[config.mk]
export PLATFORM = sky130hd
export DESIGN_NAME = swing_gate_sequencer_unit_flat
export DESIGN_NICKNAME = d
export VERILOG_FILES = /design/src/rtl/sgs_pkg.sv /design/src/rtl/sgs_tick_if.sv /design/src/rtl/sgs_result_if.sv /design/src/rtl/sgs_cfg_if.sv /design/src/rtl/sgs_cfg_regs.sv /design/src/rtl/sgs_gate_core.sv /design/src/rtl/swing_gate_sequencer_unit.sv /design/src/flat_wrapper.sv
export VERILOG_INCLUDE_DIRS = /design/src /design/src/rtl
export SDC_FILE = /design/constraint.sdc
export NUM_CORES = 1
export LEC_CHECK = 0
export ABC_AREA = 1
export BUFFER_PORTS_ARGS = -buffer_cell sky130_fd_sc_hd__buf_4
export CAP_MARGIN = 15
export CORE_MARGIN = 4
export CORE_UTILIZATION = 45
export CTS_CLUSTER_SIZE = 25
export DETAILED_ROUTE_END_ITERATION = 16
export GPL_TIMING_DRIVEN = 1
export PLACE_DENSITY = 0.64
export SLEW_MARGIN = 5
export SYNTH_ARGS = -nofsm -noshare
export SYNTH_HDL_FRONTEND = slang
export SYNTH_SLANG_ARGS = --single-unit
export TNS_END_PERCENT = 20
[constraint.sdc]
create_clock -name clk -period 3.3 [get_ports clk]
set_input_delay 0.33 -clock clk [delete_from_list [all_inputs] [get_ports clk]]
set_output_delay 0.33 -clock clk [all_outputs]
set_load 0.005 [all_outputs]
[src/rtl/swing_gate_sequencer_unit_defines.svh]
// Assertion macros for the swing gate sequencer.
// Each macro expects clk and rst in the scope where it is used.
`ifndef SWING_GATE_SEQUENCER_UNIT_DEFINES_SVH
`define SWING_GATE_SEQUENCER_UNIT_DEFINES_SVH

`ifndef NO_ASSERTIONS
// The consequent holds in the same cycle as the antecedent.
`define SGS_ASSERT_NOW(lbl, ante, cons) \
  lbl: assert property (@(posedge clk) disable iff (rst) (ante) |-> (cons)) \
    else $error("assertion failed");
// The consequent holds in the cycle after the antecedent.
`define SGS_ASSERT_NEXT(lbl, ante, cons) \
  lbl: assert property (@(posedge clk) disable iff (rst) (ante) |=> (cons)) \
    else $error("assertion failed");
`else
`define SGS_ASSERT_NOW(lbl, ante, cons)
`define SGS_ASSERT_NEXT(lbl, ante, cons)
`endif

`endif

[src/rtl/sgs_pkg.sv]
`timescale 1ns / 1ps

package sgs_pkg;

  // Field and register widths.
  localparam int CMD_W      = 3;
  localparam int STATE_W    = 3;
  localparam int OUTCOME_W  = 3;
  localparam int DEBOUNCE_W = 8;
  localparam int PULSE_W    = 10;
  localparam int TRAVEL_W   = 16;
  localparam int CFG_IDX_W  = 2;
  localparam int CFG_DATA_W = 16;

  // Register reset values.
  localparam logic [DEBOUNCE_W-1:0] DEBOUNCE_RESET = 8'd50;
  localparam logic [PULSE_W-1:0]    PULSE_RESET    = 10'd500;
  localparam logic [TRAVEL_W-1:0]   TRAVEL_RESET   = 16'd20000;

  // Configuration register indexes.
  localparam logic [CFG_IDX_W-1:0] REG_DEBOUNCE = 2'd0;
  localparam logic [CFG_IDX_W-1:0] REG_PULSE    = 2'd1;
  localparam logic [CFG_IDX_W-1:0] REG_TRAVEL   = 2'd2;

  typedef enum logic [CMD_W-1:0] {
    CMD_NONE   = 3'd0,
    CMD_INIT   = 3'd1,
    CMD_TOGGLE = 3'd2,
    CMD_OPEN   = 3'd3,
    CMD_CLOSE  = 3'd4
  } cmd_t;

  typedef enum logic [STATE_W-1:0] {
    MODE_UNKNOWN = 3'd0,
    MODE_CLOSED  = 3'd1,
    MODE_OPENING = 3'd2,
    MODE_OPEN    = 3'd3,
    MODE_CLOSING = 3'd4
  } mode_t;

  typedef enum logic [OUTCOME_W-1:0] {
    OUT_NONE      = 3'd0,
    OUT_ACCEPTED  = 3'd1,
    OUT_NOT_INIT  = 3'd2,
    OUT_BAD_STATE = 3'd3,
    OUT_BUSY      = 3'd4
  } outcome_t;

  // Timing registers handed from the register block to the core.
  typedef struct packed {
    logic [DEBOUNCE_W-1:0] debounce_ticks;
    logic [PULSE_W-1:0]    relay_pulse_ticks;
    logic [TRAVEL_W-1:0]   travel_ticks;
  } cfg_t;

endpackage

[src/rtl/sgs_tick_if.sv]
`timescale 1ns / 1ps

// Input channel: one word per millisecond tick.
interface sgs_tick_if import sgs_pkg::*; ();
  logic             valid;
  logic             ready;
  logic             sensor_level;
  logic [CMD_W-1:0] command;

  modport source (output valid, sensor_level, command, input ready);
  modport sink (input valid, sensor_level, command, output ready);
endinterface

[src/rtl/sgs_result_if.sv]
`timescale 1ns / 1ps

// Result channel: one word per tick.
interface sgs_result_if import sgs_pkg::*; ();
  logic                 valid;
  logic                 ready;
  logic [STATE_W-1:0]   gate_state;
  logic                 drive_open_relay;
  logic                 drive_close_relay;
  logic                 is_moving;
  logic [OUTCOME_W-1:0] command_outcome;

  modport source (output valid, gate_state, drive_open_relay, drive_close_relay,
                  is_moving, command_outcome, input ready);
  modport sink (input valid, gate_state, drive_open_relay, drive_close_relay,
                is_moving, command_outcome, output ready);
endinterface

[src/rtl/sgs_cfg_if.sv]
`timescale 1ns / 1ps

// Configuration write channel.
interface sgs_cfg_if import sgs_pkg::*; ();
  logic                  valid;
  logic                  ready;
  logic [CFG_IDX_W-1:0]  index;
  logic [CFG_DATA_W-1:0] data;

  modport source (output valid, index, data, input ready);
  modport sink (input valid, index, data, output ready);
endinterface

[src/rtl/sgs_cfg_regs.sv]
`timescale 1ns / 1ps

module sgs_cfg_regs import sgs_pkg::*; (
  input  logic       clk,
  input  logic       rst,
  sgs_cfg_if.sink    cfg,
  output cfg_t       regs
);

  cfg_t cfg_q;

  // Writes are always taken; ready is held high.
  assign cfg.ready = 1'b1;

  // Register file; an index beyond the list is dropped.
  always_ff @(posedge clk) begin
    if (rst) begin
      cfg_q.debounce_ticks    <= DEBOUNCE_RESET;
      cfg_q.relay_pulse_ticks <= PULSE_RESET;
      cfg_q.travel_ticks      <= TRAVEL_RESET;
    end else if (cfg.valid) begin
      case (cfg.index)
        REG_DEBOUNCE: cfg_q.debounce_ticks    <= cfg.data[DEBOUNCE_W-1:0];
        REG_PULSE:    cfg_q.relay_pulse_ticks <= cfg.data[PULSE_W-1:0];
        REG_TRAVEL:   cfg_q.travel_ticks      <= cfg.data[TRAVEL_W-1:0];
        default: ;
      endcase
    end
  end

  assign regs = cfg_q;

endmodule

[src/rtl/sgs_gate_core.sv]
`timescale 1ns / 1ps

module sgs_gate_core import sgs_pkg::*; (
  input  logic        clk,
  input  logic        rst,
  input  cfg_t        regs,
  sgs_tick_if.sink    tick,
  sgs_result_if.source result
);

  // Input register.
  logic             in_valid;
  logic             in_sensor;
  logic [CMD_W-1:0] in_command;

  // Controller state.
  mode_t                 mode;
  logic                  started;
  logic                  filtered_sensor;
  logic [DEBOUNCE_W-1:0] lockout_age;
  logic [TRAVEL_W-1:0]   mode_age;
  logic                  pulse_busy;
  logic                  pulse_is_open;
  logic [PULSE_W-1:0]    pulse_age;

  mode_t                 mode_next;
  logic                  started_next;
  logic                  filtered_sensor_next;
  logic [DEBOUNCE_W-1:0] lockout_age_next;
  logic [TRAVEL_W-1:0]   mode_age_next;
  logic                  pulse_busy_next;
  logic                  pulse_is_open_next;
  logic [PULSE_W-1:0]    pulse_age_next;
  outcome_t              outcome_next;

  // Result register.
  logic     out_valid;
  mode_t    out_state;
  logic     out_open;
  logic     out_close;
  logic     out_moving;
  outcome_t out_outcome;

  logic drive_open_next;
  logic drive_close_next;
  logic moving_next;
  logic advance;

  // The result register frees when it is empty or being taken.
  assign advance    = in_valid && (!out_valid || result.ready);
  assign tick.ready = !in_valid || !out_valid || result.ready;

  // One tick: sensor lockout, pulse timer, gate machine, then the command.
  always_comb begin
    mode_next            = mode;
    started_next         = started;
    filtered_sensor_next = filtered_sensor;
    lockout_age_next     = lockout_age;
    mode_age_next        = mode_age;
    pulse_busy_next      = pulse_busy;
    pulse_is_open_next   = pulse_is_open;
    pulse_age_next       = pulse_age;
    outcome_next         = OUT_NONE;

    if (started) begin
      // Saturating ages.
      if (lockout_age != '1) lockout_age_next = lockout_age + 1'b1;
      if (mode_age != '1) mode_age_next = mode_age + 1'b1;
      if (pulse_busy && pulse_age != '1) pulse_age_next = pulse_age + 1'b1;

      // Accept a sensor change once the lockout has passed.
      if (lockout_age_next >= regs.debounce_ticks && in_sensor != filtered_sensor) begin
        filtered_sensor_next = in_sensor;
        lockout_age_next     = '0;
      end

      // End the relay pulse.
      if (pulse_busy && pulse_age_next >= regs.relay_pulse_ticks) begin
        pulse_busy_next    = 1'b0;
        pulse_is_open_next = 1'b0;
        pulse_age_next     = '0;
      end

      // Gate machine.
      case (mode)
        MODE_CLOSED: begin
          if (!filtered_sensor_next) begin
            mode_next     = MODE_OPENING;
            mode_age_next = '0;
          end
        end
        MODE_OPEN: begin
          if (filtered_sensor_next) begin
            mode_next     = MODE_CLOSED;
            mode_age_next = '0;
          end
        end
        default: begin
          if (filtered_sensor_next) begin
            mode_next     = MODE_CLOSED;
            mode_age_next = '0;
          end else if (mode_age_next >= regs.travel_ticks) begin
            mode_next     = MODE_OPEN;
            mode_age_next = '0;
          end
        end
      endcase
    end

    // Commands with their guards.
    case (in_command)
      CMD_INIT: begin
        filtered_sensor_next = in_sensor;
        started_next         = 1'b1;
        lockout_age_next     = '0;
        mode_next            = in_sensor ? MODE_CLOSED : MODE_UNKNOWN;
        mode_age_next        = '0;
        outcome_next         = OUT_ACCEPTED;
      end
      CMD_TOGGLE: begin
        if (!started) begin
          outcome_next = OUT_NOT_INIT;
        end else if (mode_next == MODE_OPENING || mode_next == MODE_CLOSING) begin
          outcome_next = OUT_BAD_STATE;
        end else if (pulse_busy_next) begin
          outcome_next = OUT_BUSY;
        end else begin
          // From unknown, settle on the filtered sensor and act from there.
          outcome_next       = OUT_ACCEPTED;
          pulse_busy_next    = 1'b1;
          pulse_age_next     = '0;
          mode_age_next      = '0;
          if (mode_next == MODE_CLOSED ||
              (mode_next == MODE_UNKNOWN && filtered_sensor_next)) begin
            pulse_is_open_next = 1'b1;
            mode_next          = MODE_OPENING;
          end else begin
            pulse_is_open_next = 1'b0;
            mode_next          = MODE_CLOSING;
          end
        end
      end
      CMD_OPEN: begin
        if (!started) begin
          outcome_next = OUT_NOT_INIT;
        end else if (mode_next != MODE_CLOSED) begin
          outcome_next = OUT_BAD_STATE;
        end else if (pulse_busy_next) begin
          outcome_next = OUT_BUSY;
        end else begin
          outcome_next       = OUT_ACCEPTED;
          pulse_busy_next    = 1'b1;
          pulse_is_open_next = 1'b1;
          pulse_age_next     = '0;
          mode_next          = MODE_OPENING;
          mode_age_next      = '0;
        end
      end
      CMD_CLOSE: begin
        if (!started) begin
          outcome_next = OUT_NOT_INIT;
        end else if (mode_next != MODE_OPEN) begin
          outcome_next = OUT_BAD_STATE;
        end else if (pulse_busy_next) begin
          outcome_next = OUT_BUSY;
        end else begin
          outcome_next       = OUT_ACCEPTED;
          pulse_busy_next    = 1'b1;
          pulse_is_open_next = 1'b0;
          pulse_age_next     = '0;
          mode_next          = MODE_CLOSING;
          mode_age_next      = '0;
        end
      end
      default: outcome_next = OUT_NONE;
    endcase
  end

  // Result fields from the state after the tick.
  always_comb begin
    drive_open_next  = pulse_busy_next && pulse_is_open_next;
    drive_close_next = pulse_busy_next && !pulse_is_open_next;
    moving_next      = (mode_next == MODE_OPENING) || (mode_next == MODE_CLOSING);
  end

  // Input register.
  always_ff @(posedge clk) begin
    if (rst) begin
      in_valid <= 1'b0;
    end else if (tick.ready) begin
      in_valid <= tick.valid;
    end
  end

  always_ff @(posedge clk) begin
    if (tick.ready && tick.valid) begin
      in_sensor  <= tick.sensor_level;
      in_command <= tick.command;
    end
  end

  // Controller state.
  always_ff @(posedge clk) begin
    if (rst) begin
      mode            <= MODE_UNKNOWN;
      started         <= 1'b0;
      filtered_sensor <= 1'b0;
      lockout_age     <= '0;
      mode_age        <= '0;
      pulse_busy      <= 1'b0;
      pulse_is_open   <= 1'b0;
      pulse_age       <= '0;
    end else if (advance) begin
      mode            <= mode_next;
      started         <= started_next;
      filtered_sensor <= filtered_sensor_next;
      lockout_age     <= lockout_age_next;
      mode_age        <= mode_age_next;
      pulse_busy      <= pulse_busy_next;
      pulse_is_open   <= pulse_is_open_next;
      pulse_age       <= pulse_age_next;
    end
  end

  // Result register.
  always_ff @(posedge clk) begin
    if (rst) begin
      out_valid <= 1'b0;
    end else if (advance) begin
      out_valid <= 1'b1;
    end else if (result.ready) begin
      out_valid <= 1'b0;
    end
  end

  always_ff @(posedge clk) begin
    if (advance) begin
      out_state   <= mode_next;
      out_open    <= drive_open_next;
      out_close   <= drive_close_next;
      out_moving  <= moving_next;
      out_outcome <= outcome_next;
    end
  end

  assign result.valid             = out_valid;
  assign result.gate_state        = out_state;
  assign result.drive_open_relay  = out_open;
  assign result.drive_close_relay = out_close;
  assign result.is_moving         = out_moving;
  assign result.command_outcome   = out_outcome;

endmodule

[src/rtl/swing_gate_sequencer_unit.sv]
`timescale 1ns / 1ps
// Throughput: one tick word per cycle unless a result word is held unread.
// The tick step is one pass of compares and counter updates between the
// input register and the result register, which an accepted word passes.
// Reset (rst, synchronous, active high) clears the gate state, the ages and
// the relay pulse, and loads the timing registers with their defaults.

`include "swing_gate_sequencer_unit_defines.svh"

module swing_gate_sequencer_unit import sgs_pkg::*; (
  input  logic         clk,
  input  logic         rst,
  sgs_tick_if.sink     tick,
  sgs_result_if.source result,
  sgs_cfg_if.sink      cfg
);

  cfg_t regs;

  // Timing registers.
  sgs_cfg_regs u_cfg_regs (
    .clk  (clk),
    .rst  (rst),
    .cfg  (cfg),
    .regs (regs)
  );

  // Tick pipeline and gate controller.
  sgs_gate_core u_core (
    .clk    (clk),
    .rst    (rst),
    .regs   (regs),
    .tick   (tick),
    .result (result)
  );

  // The two relays never drive together.
  `SGS_ASSERT_NOW(a_relay_exclusive, result.valid,
                  !(result.drive_open_relay && result.drive_close_relay))
  // The moving flag agrees with the reported state.
  `SGS_ASSERT_NOW(a_moving_flag, result.valid,
                  result.is_moving == (result.gate_state == MODE_OPENING ||
                                       result.gate_state == MODE_CLOSING))
  // Input stalls only when both stages are full and the output is held.
  `SGS_ASSERT_NOW(a_stall_cause, !tick.ready, result.valid && !result.ready)
  // A held result word stays present on the next cycle.
  `SGS_ASSERT_NEXT(a_result_held, result.valid && !result.ready, result.valid)

endmodule
[src/flat_wrapper.sv]
// flat-port wrapper written by rule: the top's interface ports become plain ports
module swing_gate_sequencer_unit_flat import sgs_pkg::*;
  (clk, rst, tick_valid, tick_sensor_level, tick_command, tick_ready, result_valid, result_gate_state, result_drive_open_relay, result_drive_close_relay, result_is_moving, result_command_outcome, result_ready, cfg_valid, cfg_index, cfg_data, cfg_ready);
  sgs_tick_if tick_i ();
  sgs_result_if result_i ();
  sgs_cfg_if cfg_i ();
  input  logic clk;
  input  logic rst;
  input wire logic [$bits(tick_i.valid)-1:0] tick_valid;
  input wire logic [$bits(tick_i.sensor_level)-1:0] tick_sensor_level;
  input wire logic [$bits(tick_i.command)-1:0] tick_command;
  output wire logic [$bits(tick_i.ready)-1:0] tick_ready;
  output wire logic [$bits(result_i.valid)-1:0] result_valid;
  output wire logic [$bits(result_i.gate_state)-1:0] result_gate_state;
  output wire logic [$bits(result_i.drive_open_relay)-1:0] result_drive_open_relay;
  output wire logic [$bits(result_i.drive_close_relay)-1:0] result_drive_close_relay;
  output wire logic [$bits(result_i.is_moving)-1:0] result_is_moving;
  output wire logic [$bits(result_i.command_outcome)-1:0] result_command_outcome;
  input wire logic [$bits(result_i.ready)-1:0] result_ready;
  input wire logic [$bits(cfg_i.valid)-1:0] cfg_valid;
  input wire logic [$bits(cfg_i.index)-1:0] cfg_index;
  input wire logic [$bits(cfg_i.data)-1:0] cfg_data;
  output wire logic [$bits(cfg_i.ready)-1:0] cfg_ready;
  assign tick_i.valid = tick_valid;
  assign tick_i.sensor_level = tick_sensor_level;
  assign tick_i.command = tick_command;
  assign tick_ready = tick_i.ready;
  assign result_valid = result_i.valid;
  assign result_gate_state = result_i.gate_state;
  assign result_drive_open_relay = result_i.drive_open_relay;
  assign result_drive_close_relay = result_i.drive_close_relay;
  assign result_is_moving = result_i.is_moving;
  assign result_command_outcome = result_i.command_outcome;
  assign result_i.ready = result_ready;
  assign cfg_i.valid = cfg_valid;
  assign cfg_i.index = cfg_index;
  assign cfg_i.data = cfg_data;
  assign cfg_ready = cfg_i.ready;
  swing_gate_sequencer_unit u_core (.clk(clk), .rst(rst), .tick(tick_i), .result(result_i), .cfg(cfg_i));
endmodule
==> reports/metrics.sh <==
DETAIL_ROUTE.FIRST_PASS.ITERATIONS=6
DESIGN.PORTCOUNT=39
DRT_WL_TOTAL_MM=16.4
FINAL_WORST_PATH_CYCLE_SHARE_PCT=123
CLOCK_POWER_SHARE_PCT=37.1
SYNTH.YOSYS.SEQ_AREA_SHARE_PCT=32.1
CRITICAL-PATH-SLOWEST-CELL='sky130_fd_sc_hd__dfxtp_2'
FINAL_NETS=1083
SYNTHMOSTINSTANTIATEDCELL='sky130_fd_sc_hd__nand2_1'
CLOCK_TREE.ROOT_CELL='sky130_fd_sc_hd__clkbuf_16'
IR_DROP_uV=353
LAYOUT-DRIVE-GT1-SHARE_PCT=30.9
WORST-SETUP-PATH-TYPE='flip-flop to flip-flop'
POST_SYNTH_INST_COUNT=863
CRIT_PATH_END_KIND='flip-flop'
GRT_MAX_DEGREE=55
CELL_INT_POWER_mW=1.94
FLOORPLAN.DIE.WIDTH_UM=124
CLOCK_SKEW_NS=0.00884
CAP_VIOLATIONS=0
WORSTPATHARRIVAL_NS=4.19
TIMING.HOLD.WORST.CLASS='input pin to flip-flop'
POWER.SEQUENTIAL.FRACTION_PCT=42.1
SYN_AVG_CELL_AREA_SQ_UM=6.97
SYNTH_COMMON_CELLS='176 x sky130_fd_sc_hd__nand2_1, 140 x sky130_fd_sc_hd__inv_1, 77 x sky130_fd_sc_hd__dfxtp_1, 62 x sky130_fd_sc_hd__nor2_1, 61 x sky130_fd_sc_hd__a21oi_1'
POWER.SHARE.COMBINATIONAL_PCT=20.8
WORSTMARGINPINSLEW_NS=0.794
DIE-AREA_SQ_UM=15300
OUTCOME='finished, violations left'
MAX-SLEW-MARGIN-REL_PCT=47.0
HOLD_PATH_DEPTH=1
YS.WARNINGS.COUNT=0
HOLD_VIOL_FINAL=0
FAILED_CHECKS='setup timing'
HTREE_LEVELS=3
FMAX_GHz=0.246
VIA_COUNT_OF_THE_FIRST_GLOBAL_ROUTING_PASS=5435
RR_WORST_DEPTH=31
PORT_BUFFERS=37
TIMING.CRITICAL_PATH.FROM_TYPE='flip-flop'
GROUTE.USAGE.OVERALL_PCT=21.7
SYNTH_NETS=927
YOSYSTOPAREACELLSHARE_PCT=25.6
HOLD_SLACK_NS=0.145
NETLIST_TOP_CELLS_AREA='sky130_fd_sc_hd__dfxtp_1 26%, sky130_fd_sc_hd__nand2_1 11%, sky130_fd_sc_hd__inv_1 8.7%, sky130_fd_sc_hd__ha_1 7.7%, sky130_fd_sc_hd__edfxtp_1 6.5%'
CRITPATHLAUNCH='u_core.u_core.mode_age[3]$_SDFFE_PP0P_'
DRC_ERRORS=0
CELL_ACCOUNTING_FOR_THE_MOST_SYNTHESIZED_AREA='sky130_fd_sc_hd__dfxtp_1'
RRSETUPSLACK_NS=-0.76
ENDPOINT_REQUIRED_TIME_ON_THE_CRITICAL_PATH_NS=3.42
LKG_PWR_nW=3.73
YOSYSUNIQUECELLTYPES=45
GLOBAL_ROUTE_TOTAL_OVERFLOW=0
DRTANTENNAVIOLNETS=0
SYNTH_ENABLE_FLOP_CELLS=13
GRT_SETUP_UNREPAIRED='yes'
VIAS_PER_CELL=5.03
GRT_ANTENNA_BEFORE_REPAIR=0
AVG_WL_PER_CELL_UM=13.7
FILLERS=1144
DETAILEDROUTE.FIRSTITERATIONVIOLATIONS=397
MAXSLEWVIOLCOUNT=0
FINAL_SETUP_VIOLATION_COUNT=40
CRIT-REG2REG-CAPTURE='u_core.u_core.result.drive_open_relay$_DFFE_PP_'
GRT_PASS1_WL_MM=26.2
CRIT_PATH_MAX_FANOUT=5
GP_ROUTABILITY_CONGESTION=0.903
WORST_HOLD_STARTPOINT='tick_command[0]'
R2R-START='u_core.u_core.mode_age[3]$_SDFFE_PP0P_'
CLOCK_SLEW_AT_THE_REGISTER_CLOCK_PINS_OF_THE_WORST_SETUP_AND_HOLD_PATHS_NS=0.07
HOLD-PATH-ENDPOINT='u_core.u_core.in_command[0]$_DFFE_PP_'
YS_SEQ_ELEMENTS=90
N_ANTENNA_CELL=0
NUMCLOCKSINKS=90
POSTLAYOUTCOREUTIL_PCT=62.6
SYNTH_TO_LAYOUT_AREA_GROWTH_PCT=34.0
CTS_BUFFERS=9
SYNTH.CELL_AREA_SQ_UM=6010
SYNTH_ASYNC_SR_FLOP_SHARE_PCT=0
CP_SLOWEST_STAGE_DELAY_NS=0.34
TRITONCTS='built'
TIMING.FINAL.WS_SETUP_NS=-0.765
DETAILROUTE.VIA_COUNT=6015
ROWS=41
POWER_DENSITY_nW_PER_UM2=350
DIE_Y_UM=124
POWER.SWITCHING_FRACTION_PCT=31.1
MAX-CLOCK-PATH-BUFFERS=2
CORE_AREA_SQ_UM=12900
CLOCK_LATENCY_REPORTED_FOR_THE_LATE_SIDE_OF_THE_WORST_SKEW_PAIR_NS=0.36
TIMING.FINAL.CRIT_PERIOD_NS=4.06
TOTAL_SWITCHING_POWER_mW=0.879
POSTCTSHOLDBUFS=0
TOTALPOWERFINAL_mW=2.82
SYNTH_FF_TYPE='sky130_fd_sc_hd__dfxtp_1'
DPL.HPWL_MM=11.9
NUMBER_OF_PLACED_INSTANCES_WITH_TAPS_INCLUDED=1165
COUNT_OF_PLACED_STANDARD_CELLS_IN_THE_FINAL_LAYOUT_FILLERS_LEFT_OUT=1196
INITIAL_CORE_UTIL_PCT=46.7
-- area by class of cell --
class,instances,area (sq um),area share (%)
flip-flops and latches,90,1940,24.0
clock inverters,7,67.6,0.838
inverters,150,566,7.02
clock buffers,9,225,2.79
well taps,172,215,2.67
repair buffers,169,1290,16.0
multi-input cells,599,3760,46.6
-- worst max-delay path, delay by kind of cell (launching register included) --
| kind | cells | cell delay, ns |
|---|---|---|
| AOI/OAI and AO/OA | 3 | 0.63 |
| xor gates and xnor gates | 1 | 0.16 |
| adders and majority gates | 1 | 0.28 |
| buffers and inverters | 8 | 0.65 |
| DFF | 1 | 0.34 |
| and+or+nand+nor | 18 | 1.77 |
-- power groups by stage --
stage / logic [mW] / registers [mW] / clock network (mW)
detailed placement: 0.510 / 1.21 / 0
CTS: 0.528 / 1.19 / 1.07
floorplan: 0.312 / 1.21 / 0
global route: 0.652 / 1.19 / 1.10
global placement: 0.504 / 1.21 / 0
finish: 0.587 / 1.19 / 1.05
-- routing by layer --
layer | part of all wire [%] | global-route usage [%] | up-vias | routed length (um)
li1 | - | - | 3142 | -
met1 | 46 | 29.6 | 2752 | 7600
met2 | 48 | 34.9 | 100 | 7890
met3 | 4.1 | 3.22 | 21 | 669
met4 | 1.7 | 7.68 | 0 | 276
met5 | 0 | 0 | - | 0
-- how the worst max path moves through the flow --
stage | end | slack (ns)
after floorplan | u_core.u_core.result.is_moving$_DFFE_PP_ | -0.19
after global placement | u_core.u_core.result.is_moving$_DFFE_PP_ | -0.65
after detailed placement | u_core.u_core.result.is_moving$_DFFE_PP_ | -0.81
after CTS | u_core.u_core.result.drive_open_relay$_DFFE_PP_ | -0.62
after global routing | u_core.u_core.mode_age[5]$_SDFFE_PP0P_ | -1.08
final | u_core.u_core.result.drive_open_relay$_DFFE_PP_ | -0.76
-- through the flow --
| step | setup TNS [ns] | worst slack (ns) | area, sq um |
|---|---|---|---|
| 2_1_floorplan | -1.99 | -0.195 | 6060 |
| 6_report | -27.82 | -0.765 | 8060 |
| 3_5_place_dp | -28.64 | -0.807 | 7340 |
| 4_1_cts | -22.29 | -0.616 | 7750 |
| 5_1_grt | -40.06 | -1.08 | 8060 |
| 3_3_place_gp | -22.86 | -0.648 | 7340 |
-- registers in the layout, indices dropped and copies added (netlist names) --
register / cells
u_core.u_cfg_regs.regs: 34
u_core.u_core.mode_age: 16
u_core.u_core.pulse_age: 10
u_core.u_core.lockout_age: 8
u_core.u_core.in_command: 3
u_core.u_core.mode: 3
u_core.u_core.result.command_outcome: 3
u_core.u_core.result.gate_state: 3
u_core.u_core.filtered_sensor: 1
u_core.u_core.in_sensor: 1
u_core.u_core.in_valid: 1
u_core.u_core.pulse_busy: 1
u_core.u_core.pulse_is_open: 1
u_core.u_core.result.drive_close_relay: 1
u_core.u_core.result.drive_open_relay: 1
u_core.u_core.result.is_moving: 1
u_core.u_core.result.valid: 1
u_core.u_core.started: 1
-- cells in the final DEF, fill, tap and decap left out, types with 17 or more instances in the layout --
cell type                  count
sky130_fd_sc_hd__a21oi_1      56
sky130_fd_sc_hd__a21oi_2      18
sky130_fd_sc_hd__buf_4       165
sky130_fd_sc_hd__dfxtp_1      72
sky130_fd_sc_hd__ha_1         33
sky130_fd_sc_hd__inv_1       134
sky130_fd_sc_hd__nand2_1     161
sky130_fd_sc_hd__nand2_2      30
sky130_fd_sc_hd__nand3_1      26
sky130_fd_sc_hd__nand4_1      17
sky130_fd_sc_hd__nor2_1       54
sky130_fd_sc_hd__o211ai_1     18
sky130_fd_sc_hd__o21ai_0      58
-- cells by family after synthesis --
family / synth area share, %
other cells: 0.0623
fa+ha+maj: 7.70
flops: 32.1
simple gates: 26.4
buf+inv: 11.3
xor+xnor: 3.35
compound gates: 19.1
-- what timing repair did --
item | 4_1_cts | 5_1_grt
setup endpoints to repair | 40 | 48
gates cloned | 0 | 1
pin swaps | 14 | 28
setup buffers | 5 | 9
resized for setup | 15 | 52
Note: power is estimated with default switching activity, not from simulation.
